File: src/design/pwl_pkg.sv
// ----------------------------------------------------------------------------
// pwl_pkg
// Shared types and constants for the piecewise-linear table interpolator.
// ----------------------------------------------------------------------------
package pwl_pkg;

    localparam int KIND_W     = 2;
    localparam int IDX_W      = 3;
    localparam int PTS_W      = 4;
    localparam int MIN_POINTS = 2;

    localparam logic [PTS_W-1:0] PTS_RESET = 4'd8;

    // request kinds carried on tuser
    localparam logic [KIND_W-1:0] KIND_WRITE = 2'd0;
    localparam logic [KIND_W-1:0] KIND_A2P   = 2'd1;
    localparam logic [KIND_W-1:0] KIND_P2A   = 2'd2;

    typedef enum logic [2:0] {
        ST_IDLE,
        ST_SCAN,
        ST_PREP,
        ST_MUL,
        ST_DIV,
        ST_DONE
    } state_t;

    typedef struct packed {
        logic accept;
        logic scan_step;
        logic prep;
        logic mul;
        logic div_step;
        logic load_out;
    } cmd_t;

    typedef struct packed {
        logic item_conv;
        logic scan_done;
        logic div_last;
        logic out_free;
    } status_t;

endpackage

File: src/design/pwl_ctrl.sv
// ----------------------------------------------------------------------------
// pwl_ctrl
// Sequencer for the interpolator: accept, segment scan, operand prep,
// multiply, restoring divide and result hand-off.
// ----------------------------------------------------------------------------
module pwl_ctrl
    import pwl_pkg::*;
(
    input  logic    aclk,
    input  logic    aresetn,
    input  logic    s_valid,
    output logic    s_ready,
    input  status_t sts,
    output cmd_t    cmd
);

    state_t state_reg;
    state_t state_next;

    always_ff @(posedge aclk) begin
        if (!aresetn) begin
            state_reg <= ST_IDLE;
        end else begin
            state_reg <= state_next;
        end
    end

    always_comb begin
        state_next = state_reg;
        cmd        = '0;
        s_ready    = 1'b0;
        unique case (state_reg)
            ST_IDLE: begin
                // no request is taken while reset is held
                s_ready = aresetn;
                if (s_valid && aresetn) begin
                    cmd.accept = 1'b1;
                    // writes and unused kinds go straight to the result
                    state_next = sts.item_conv ? ST_SCAN : ST_DONE;
                end
            end
            ST_SCAN: begin
                cmd.scan_step = 1'b1;
                if (sts.scan_done) begin
                    state_next = ST_PREP;
                end
            end
            ST_PREP: begin
                cmd.prep   = 1'b1;
                state_next = ST_MUL;
            end
            ST_MUL: begin
                cmd.mul    = 1'b1;
                state_next = ST_DIV;
            end
            ST_DIV: begin
                cmd.div_step = 1'b1;
                if (sts.div_last) begin
                    state_next = ST_DONE;
                end
            end
            ST_DONE: begin
                if (sts.out_free) begin
                    cmd.load_out = 1'b1;
                    state_next   = ST_IDLE;
                end
            end
            default: begin
                state_next = ST_IDLE;
            end
        endcase
    end

endmodule

File: src/design/pwl_dpath.sv
// ----------------------------------------------------------------------------
// pwl_dpath
// Breakpoint memory, segment scan registers, multiplier, restoring divider
// and the output register of the interpolator.
// ----------------------------------------------------------------------------
module pwl_dpath
    import pwl_pkg::*;
#(
    parameter int MAX_POINTS  = 8,
    parameter int VALUE_WIDTH = 16,
    parameter int IN_W        = 40,
    parameter int OUT_W       = 16
) (
    input  logic             aclk,
    input  logic             aresetn,
    input  cmd_t             cmd,
    output status_t          sts,
    input  logic [IN_W-1:0]  s_data,
    input  logic [KIND_W-1:0] s_kind,
    input  logic             cfg_we,
    input  logic [PTS_W-1:0] cfg_wdata,
    output logic             m_valid,
    input  logic             m_ready,
    output logic [OUT_W-1:0] m_data,
    output logic             m_flag
);

    localparam int VW = VALUE_WIDTH;
    localparam int AW = (MAX_POINTS > 1) ? $clog2(MAX_POINTS) : 1;
    localparam int CW = $clog2(MAX_POINTS + 1);
    localparam int DW = $clog2(VALUE_WIDTH);

    // unpacked request fields
    logic [IDX_W-1:0]     in_idx;
    logic signed [VW-1:0] in_ang;
    logic signed [VW-1:0] in_pos;

    assign in_idx = s_data[IDX_W-1:0];
    assign in_ang = s_data[IDX_W +: VW];
    assign in_pos = s_data[IDX_W+VW +: VW];

    // breakpoint memory, one {position, angle} pair per entry
    logic [2*VW-1:0] mem [0:MAX_POINTS-1];
    logic [2*VW-1:0] rd_q_reg;
    logic [AW-1:0]   rd_addr;
    logic            wr_en;

    // control state
    logic [PTS_W-1:0] pts_reg;
    logic [CW-1:0]    cnt_reg;
    logic [DW-1:0]    div_cnt_reg;
    logic             match_reg;
    logic             out_valid_reg;

    // payload
    logic                 conv_reg;
    logic                 dir_reg;
    logic signed [VW-1:0] x_reg;
    logic signed [VW-1:0] first_src_reg;
    logic signed [VW-1:0] first_dst_reg;
    logic signed [VW-1:0] prev_src_reg;
    logic signed [VW-1:0] prev_dst_reg;
    logic signed [VW-1:0] seg_lo_reg;
    logic signed [VW-1:0] seg_hi_reg;
    logic signed [VW-1:0] seg_dlo_reg;
    logic signed [VW-1:0] seg_dhi_reg;
    logic [VW-1:0]        da_reg;
    logic [VW-1:0]        dx_reg;
    logic [VW-1:0]        mag_reg;
    logic                 neg_reg;
    logic                 zw_reg;
    logic                 lo_clamp_reg;
    logic                 hi_clamp_reg;
    logic [2*VW-1:0]      div_reg;
    logic [VW-1:0]        res_reg;
    logic                 inr_reg;

    logic [CW-1:0]        n_used;
    logic signed [VW-1:0] cur_src;
    logic signed [VW-1:0] cur_dst;
    logic                 seg_hit;
    logic signed [VW:0]   da_w;
    logic signed [VW:0]   dx_w;
    logic signed [VW:0]   dp_w;
    logic signed [VW:0]   dp_abs;
    logic [2*VW-1:0]      prod;
    logic [VW:0]          div_t;
    logic [VW:0]          div_diff;
    logic                 div_ge;
    logic [VW-1:0]        div_hi_next;
    logic signed [VW:0]   interp;
    logic [VW-1:0]        res_next;
    logic                 inr_next;

    assign wr_en   = cmd.accept && (s_kind == KIND_WRITE)
                   && (32'(in_idx) < MAX_POINTS);
    assign rd_addr = cnt_reg[AW-1:0];

    always_ff @(posedge aclk) begin
        if (wr_en) begin
            mem[AW'(in_idx)] <= {in_pos, in_ang};
        end
        rd_q_reg <= mem[rd_addr];
    end

    // point count as used, clamped to the table limits
    always_comb begin
        if (pts_reg < PTS_W'(MIN_POINTS)) begin
            n_used = CW'(MIN_POINTS);
        end else if (32'(pts_reg) > MAX_POINTS) begin
            n_used = CW'(MAX_POINTS);
        end else begin
            n_used = CW'(pts_reg);
        end
    end

    // entry read last cycle, as source and destination
    assign cur_src = dir_reg ? rd_q_reg[VW-1:0] : rd_q_reg[2*VW-1:VW];
    assign cur_dst = dir_reg ? rd_q_reg[2*VW-1:VW] : rd_q_reg[VW-1:0];
    assign seg_hit = (x_reg >= prev_src_reg) && (x_reg <= cur_src);

    assign da_w   = {seg_hi_reg[VW-1], seg_hi_reg} - {seg_lo_reg[VW-1], seg_lo_reg};
    assign dx_w   = {x_reg[VW-1], x_reg} - {seg_lo_reg[VW-1], seg_lo_reg};
    assign dp_w   = {seg_dhi_reg[VW-1], seg_dhi_reg} - {seg_dlo_reg[VW-1], seg_dlo_reg};
    assign dp_abs = dp_w[VW] ? -dp_w : dp_w;

    assign prod = (2*VW)'(mag_reg) * (2*VW)'(dx_reg);

    // one restoring divide step per cycle, quotient shifts into the low half
    assign div_t       = div_reg[2*VW-1:VW-1];
    assign div_diff    = div_t - {1'b0, da_reg};
    assign div_ge      = div_t >= {1'b0, da_reg};
    assign div_hi_next = div_ge ? div_diff[VW-1:0] : div_t[VW-1:0];

    assign interp = neg_reg ? ({seg_dlo_reg[VW-1], seg_dlo_reg} - {1'b0, div_reg[VW-1:0]})
                            : ({seg_dlo_reg[VW-1], seg_dlo_reg} + {1'b0, div_reg[VW-1:0]});

    always_comb begin
        priority if (!conv_reg) begin
            res_next = '0;
        end else if (lo_clamp_reg) begin
            res_next = first_dst_reg;
        end else if (hi_clamp_reg) begin
            res_next = prev_dst_reg;
        end else if (!match_reg) begin
            res_next = '0;
        end else if (zw_reg) begin
            res_next = seg_dlo_reg;
        end else begin
            res_next = interp[VW-1:0];
        end
    end

    assign inr_next = conv_reg && !lo_clamp_reg && !hi_clamp_reg;

    // control registers
    always_ff @(posedge aclk) begin
        if (!aresetn) begin
            pts_reg       <= PTS_RESET;
            cnt_reg       <= '0;
            div_cnt_reg   <= '0;
            match_reg     <= 1'b0;
            out_valid_reg <= 1'b0;
        end else begin
            if (cfg_we) begin
                pts_reg <= cfg_wdata;
            end
            if (cmd.accept) begin
                cnt_reg   <= '0;
                match_reg <= 1'b0;
            end else if (cmd.scan_step) begin
                cnt_reg <= cnt_reg + CW'(1);
                if ((cnt_reg > CW'(1)) && seg_hit) begin
                    match_reg <= 1'b1;
                end
            end
            if (cmd.mul) begin
                div_cnt_reg <= '0;
            end else if (cmd.div_step) begin
                div_cnt_reg <= div_cnt_reg + DW'(1);
            end
            if (cmd.load_out) begin
                out_valid_reg <= 1'b1;
            end else if (m_ready) begin
                out_valid_reg <= 1'b0;
            end
        end
    end

    // payload registers
    always_ff @(posedge aclk) begin
        if (cmd.accept) begin
            x_reg    <= (s_kind == KIND_P2A) ? in_pos : in_ang;
            dir_reg  <= (s_kind == KIND_A2P);
            conv_reg <= (s_kind == KIND_A2P) || (s_kind == KIND_P2A);
        end
        if (cmd.scan_step && (cnt_reg != '0)) begin
            if (cnt_reg == CW'(1)) begin
                first_src_reg <= cur_src;
                first_dst_reg <= cur_dst;
            end else if (seg_hit) begin
                // later segments override earlier matches
                seg_lo_reg  <= prev_src_reg;
                seg_hi_reg  <= cur_src;
                seg_dlo_reg <= prev_dst_reg;
                seg_dhi_reg <= cur_dst;
            end
            prev_src_reg <= cur_src;
            prev_dst_reg <= cur_dst;
        end
        if (cmd.prep) begin
            da_reg       <= da_w[VW-1:0];
            dx_reg       <= dx_w[VW-1:0];
            mag_reg      <= dp_abs[VW-1:0];
            neg_reg      <= dp_w[VW];
            zw_reg       <= (seg_hi_reg == seg_lo_reg);
            lo_clamp_reg <= (x_reg < first_src_reg);
            hi_clamp_reg <= (x_reg > prev_src_reg);
        end
        if (cmd.mul) begin
            div_reg <= prod;
        end else if (cmd.div_step) begin
            div_reg <= {div_hi_next, div_reg[VW-2:0], div_ge};
        end
        if (cmd.load_out) begin
            res_reg <= res_next;
            inr_reg <= inr_next;
        end
    end

    assign sts.item_conv = (s_kind == KIND_A2P) || (s_kind == KIND_P2A);
    assign sts.scan_done = (cnt_reg == n_used);
    assign sts.div_last  = (div_cnt_reg == DW'(VALUE_WIDTH - 1));
    assign sts.out_free  = !out_valid_reg || m_ready;

    assign m_valid = out_valid_reg;
    assign m_data  = OUT_W'(res_reg);
    assign m_flag  = inr_reg;

`ifndef SYNTHESIS
    a_scan_bound: assert property (@(posedge aclk) disable iff (!aresetn)
        cmd.scan_step |-> (cnt_reg <= n_used))
        else $error("scan counter ran past the point count");

    a_valid_from_load: assert property (@(posedge aclk) disable iff (!aresetn)
        $rose(out_valid_reg) |-> $past(cmd.load_out))
        else $error("result valid without a load");

    a_write_zero: assert property (@(posedge aclk) disable iff (!aresetn)
        (cmd.load_out && !conv_reg) |=> ((res_reg == '0) && !inr_reg))
        else $error("write request returned a nonzero result");
`endif

endmodule

File: src/design/piecewise_linear_table_interp_top.sv
// Piecewise-linear lookup between a steering-angle table and an actuator-
// position table (signed Q8.8). A request with tuser 0 writes one breakpoint
// pair and returns zero; tuser 1 maps an angle to a position, tuser 2 a
// position to an angle. A conversion scans the N breakpoints in use through
// a breakpoint memory with a registered read port (one entry per cycle, last
// matching segment wins), then multiplies once and runs a one-bit-per-cycle
// restoring divide; no new request is accepted until its result is loaded
// into the output register. Out-of-table values clamp to the end entries
// with in_range low. Tables have no reset and must be written before use;
// points_in_use must be written only when idle; the block does not enforce it.

// ----------------------------------------------------------------------------
// piecewise_linear_table_interp_top
// Top level: stream ports, controller and datapath.
// ----------------------------------------------------------------------------
module piecewise_linear_table_interp_top
    import pwl_pkg::*;
#(
    parameter int MAX_POINTS  = 8,
    parameter int VALUE_WIDTH = 16,
    localparam int IN_W  = ((IDX_W + 2 * VALUE_WIDTH + 7) / 8) * 8,
    localparam int OUT_W = ((VALUE_WIDTH + 7) / 8) * 8
) (
    input  logic              aclk,
    input  logic              aresetn,
    input  logic              s_axis_tvalid,
    output logic              s_axis_tready,
    // entry_index, angle_word, position_word (low to high), zero pad
    input  logic [IN_W-1:0]   s_axis_tdata,
    // kind
    input  logic [KIND_W-1:0] s_axis_tuser,
    output logic              m_axis_tvalid,
    input  logic              m_axis_tready,
    // result_value, zero pad
    output logic [OUT_W-1:0]  m_axis_tdata,
    // in_range
    output logic              m_axis_tuser,
    input  logic              cfg_we,
    input  logic [PTS_W-1:0]  cfg_wdata
);

    cmd_t    cmd;
    status_t sts;

    pwl_ctrl u_ctrl (
        .aclk    (aclk),
        .aresetn (aresetn),
        .s_valid (s_axis_tvalid),
        .s_ready (s_axis_tready),
        .sts     (sts),
        .cmd     (cmd)
    );

    pwl_dpath #(
        .MAX_POINTS  (MAX_POINTS),
        .VALUE_WIDTH (VALUE_WIDTH),
        .IN_W        (IN_W),
        .OUT_W       (OUT_W)
    ) u_dpath (
        .aclk      (aclk),
        .aresetn   (aresetn),
        .cmd       (cmd),
        .sts       (sts),
        .s_data    (s_axis_tdata),
        .s_kind    (s_axis_tuser),
        .cfg_we    (cfg_we),
        .cfg_wdata (cfg_wdata),
        .m_valid   (m_axis_tvalid),
        .m_ready   (m_axis_tready),
        .m_data    (m_axis_tdata),
        .m_flag    (m_axis_tuser)
    );

endmodule

File: config.mk
export PLATFORM = sky130hd
export DESIGN_NAME = piecewise_linear_table_interp_top
export DESIGN_NICKNAME = d
export VERILOG_FILES = /design/src/design/pwl_pkg.sv /design/src/design/pwl_ctrl.sv /design/src/design/pwl_dpath.sv /design/src/design/piecewise_linear_table_interp_top.sv
export SDC_FILE = /design/constraint.sdc
export NUM_CORES = 1
export LEC_CHECK = 0
export ABC_AREA = 0
export BUFFER_PORTS_ARGS = -buffer_cell sky130_fd_sc_hd__clkbuf_2
export CELL_PAD_IN_SITES_DETAIL_PLACEMENT = 1
export CELL_PAD_IN_SITES_GLOBAL_PLACEMENT = 2
export CORE_ASPECT_RATIO = 0.7
export CORE_MARGIN = 4
export CORE_UTILIZATION = 45
export CTS_CLUSTER_SIZE = 16
export DETAILED_ROUTE_END_ITERATION = 10
export GPL_TIMING_DRIVEN = 0
export PLACE_DENSITY_LB_ADDON = 0.1
export SYNTH_ARGS = -nofsm -noshare
export SYNTH_HDL_FRONTEND = slang
export SYNTH_SLANG_ARGS = --single-unit
File: constraint.sdc
create_clock -name aclk -period 11.3 [get_ports aclk]
set_input_delay 1.695 -clock aclk [delete_from_list [all_inputs] [get_ports aclk]]
set_output_delay 1.695 -clock aclk [all_outputs]
set_load 0.01 [all_outputs]
==> flow_summary.json <==
{
  "cp.arrival_ns": 8.39,
  "ctsResizeCount": 0,
  "maxCapViolCount": 0,
  "wire_per_inst_um": 25.8,
  "hold_buffers": 0,
  "rows": 84,
  "die_h_um": 238,
  "rsz0062_at_grt": "false",
  "grt_first_pass_wirelength_mm": 153,
  "die-area_sq_um": 80400,
  "hold_violations": 0,
  "synth_nets": 3253,
  "multi_input_area_sq_um": 16500,
  "syn_area_sq_um": 34100,
  "num_vias": 22600,
  "finalCriticalPeriod_ns": 8.01,
  "r2r-end": "u_dpath.div_reg[31]",
  "io_buffers": 63,
  "synth_ff_type": "edfxtp_1",
  "vias_per_cell": 5.75,
  "worst_path_most_repeated_cell": "fa_1",
  "synth_top_family_by_area": "adder cells",
  "min_to": "u_dpath.seg_lo_reg[2]",
  "grt_pass1_vias": 23800,
  "largest_register_ffs": 256,
  "drv_slew": 0,
  "startpoint_type": "flop",
  "synth-async-reset-ratio": 0,
  "layout_commonest_cell": "edfxtp_1",
  "setup_viol_count_final": 0,
  "synthAdderAreaFrac": 0.204,
  "ys_types": 84,
  "fmax_mhz": 125,
  "synth_edf_count": 503,
  "p_per_area_nw_per_um2": 198,
  "synthMuxAreaShare": 0.0719,
  "dpl.hpwl_mm": 80.3,
  "critPathTopFamily": "adder cells",
  "cp_cell_sequence": "clkbuf_1 -> nand2_1 -> fa_1 -> fa_1 -> inv_1 -> fa_1 -> fa_1 -> fa_1 -> inv_1 -> fa_1 -> inv_1 -> ha_1 -> a21o_1 -> a21o_1 -> a211o_1 -> a211oi_2 -> o31ai_2 -> o31ai_2 -> a211oi_1 -> a41o_1 -> or3_1",
  "drtAntennaViolNets": 0,
  "initial_core_util": 0.454,
  "overflow": 0,
  "htree_levels": 2,
  "worstPathRequired_ns": 11.68,
  "layout.nets": 3388,
  "clock_skew_ns": 0.0387,
  "worstHoldPathCells": 0,
  "synth-compound-area-share": 0.0810,
  "wl_mm": 101,
  "cts.clk_slew.worst_paths_ns": 0.07,
  "drcViolationCount": 0,
  "synth-simple-area-share": 0.0965,
  "post_cts_buffers": 0,
  "dr.pass1.iters": 5,
  "die_w_um": 337,
  "hold_start": "u_dpath.prev_src_reg[2]",
  "drtIter0Drc": 2108,
  "path_buf_inv": 4,
  "tightest_slew_ns": 1.39,
  "leakage_nw": 15.0,
  "place.gp.congestion": 0.880,
  "netlist_instances": 2765,
  "ys_seq_area_frac": 0.471,
  "drive_gt1_frac": 0.112,
  "placeableCoreArea_sq_um": 75100,
  "finalPower_mw": 7.45,
  "status": "complete, no violations",
  "ff2ff_setup_slack_ns": 3.29,
  "ys_ff_latch": 552,
  "syn_area_per_cell_sq_um": 12.3,
  "peakVddDrop_mv": 0.214,
  "rr_startpoint": "u_dpath.mag_reg[9]",
  "syn_to_final_growth_pct": 10.4,
  "insertion_delay_ns": 0.63,
  "r2r_cells": 21,
  "regArea_sq_um": 16100,
  "relSlewSlack": 0.0743,
  "end_kind": "flop",
  "min_path_type": "reg -> reg",
  "cts_buffer_depth": 3,
  "mostFrequentLayoutCells": "edfxtp_1 (503), inv_1 (364), ha_1 (238)",
  "root_buffer": "clkbuf_16",
  "fill_cells": 7704,
  "antenna_found_initial": 11,
  "pin_count": 70,
  "yosys.area_share.xor_xnor": 0.0256,
  "numCtsBuffers": 51,
  "slowest_stage": "clkbuf_1",
  "min_period_over_period": 0.709,
  "cp_slowest_stage_delay_ns": 0.75,
  "critPathMaxFanout": 10,
  "yosysWarnings": 0,
  "path_class": "reg -> reg",
  "cts_tree": "yes",
  "hold-worst-slack_ns": 0.449,
  "grt_max_degree": 34,
  "grtUsageTotal": 0.257,
  "cts_sinks": 552
}
==> worst max-delay path by stage <==
stage	startpoint	to	depth (start not counted)
finish	u_dpath.mag_reg[9]	u_dpath.div_reg[31]	21
global route	u_dpath.dx_reg[8]	u_dpath.div_reg[31]	21
global placement	u_dpath.cnt_reg[0]	u_dpath.seg_dhi_reg[12]	8
floorplan	u_dpath.cnt_reg[0]	u_dpath.seg_dhi_reg[0]	8
detailed placement	u_dpath.dx_reg[8]	u_dpath.div_reg[31]	21
CTS	u_dpath.dx_reg[8]	u_dpath.div_reg[31]	21
==> routing by layer <==
metal / part of all wire / track usage
met5: 0.00027 / 0
met1: 0.50 / 0.419
met3: 0.083 / 0.0594
met4: 0.012 / 0.0366
met2: 0.40 / 0.353
==> synth_stat cells, types with 10 or more instances <==
cell type	number	area (sq um)
a211oi_1	14	105
a21boi_0	12	90.1
a21o_1	30	225
a21oi_1	84	420
a31oi_1	14	87.6
and2_1	122	763
and3_1	14	87.6
clkbuf_1	77	289
dfxtp_1	49	981
edfxtp_1	503	15100
fa_1	199	3980
ha_1	238	2980
inv_1	364	1370
mux2_2	67	754
mux2i_1	26	260
mux4_2	64	1440
nand2_1	233	875
nand2b_1	24	150
nand3_1	32	160
nand4_1	17	106
nor2_1	107	402
nor2b_1	26	163
nor3_1	43	215
o211a_1	11	110
o211ai_1	15	113
o21a_1	29	218
o21ai_0	82	410
o21bai_1	10	75.1
o31ai_1	12	90.1
or3_1	14	87.6
xnor2_1	71	622
xor2_1	27	236
==> report_power, final <==
part / switching [mW] / internal (mW)
Sequential: 0.0866 / 2.35
Combinational: 2.06 / 1.29
Clock: 0.784 / 0.884
Total: 2.93 / 4.53
==> cell families (layout without fill, tap and decap cells) <==
group           count (synthesis)  count (layout)
compound gates                398             398
xor+xnor                       99              99
fa+ha+maj                     437             437
buf+inv                       453             631
flops                         552             552
mux                           157             157
other cells                     0               1
simple gates                  669             669
==> layout make-up <==
cell class	count	share of cell area
plain buffers	87	0.00876
diodes	1	0.0000664
flip-flops and latches	552	0.427
well taps	989	0.0328
multi-input cells	1760	0.437
clock inverters	32	0.00651
repair buffers	82	0.0167
inverters	366	0.0364
clock buffers	64	0.0352
==> per-stage QoR <==
stage	setup TNS (ns)	instance area, sq um	setup slack, ns	cells	util
floorplan	0	34100	1.73	2765	-
global placement	-276.54	35700	-4.33	3817	0.475
detailed placement	0	36100	3.41	3836	0.481
CTS	0	37700	3.43	3932	0.502
global route	0	37700	3.07	3932	0.502
finish	0	37700	3.29	3933	0.502
==> worst reg2reg max path, stage by stage (launching register included) <==
cell	delay (ns)
edfxtp_1	0.70
clkbuf_1	0.76
nand2_1	0.17
fa_1	0.46
fa_1	0.55
inv_1	0.06
fa_1	0.57
fa_1	0.44
fa_1	0.51
inv_1	0.05
fa_1	0.48
inv_1	0.05
ha_1	0.34
a21o_1	0.23
a21o_1	0.22
a211o_1	0.35
a211oi_2	0.45
o31ai_2	0.18
o31ai_2	0.43
a211oi_1	0.20
a41o_1	0.28
or3_1	0.30
Power figures use the tool's default switching activity.
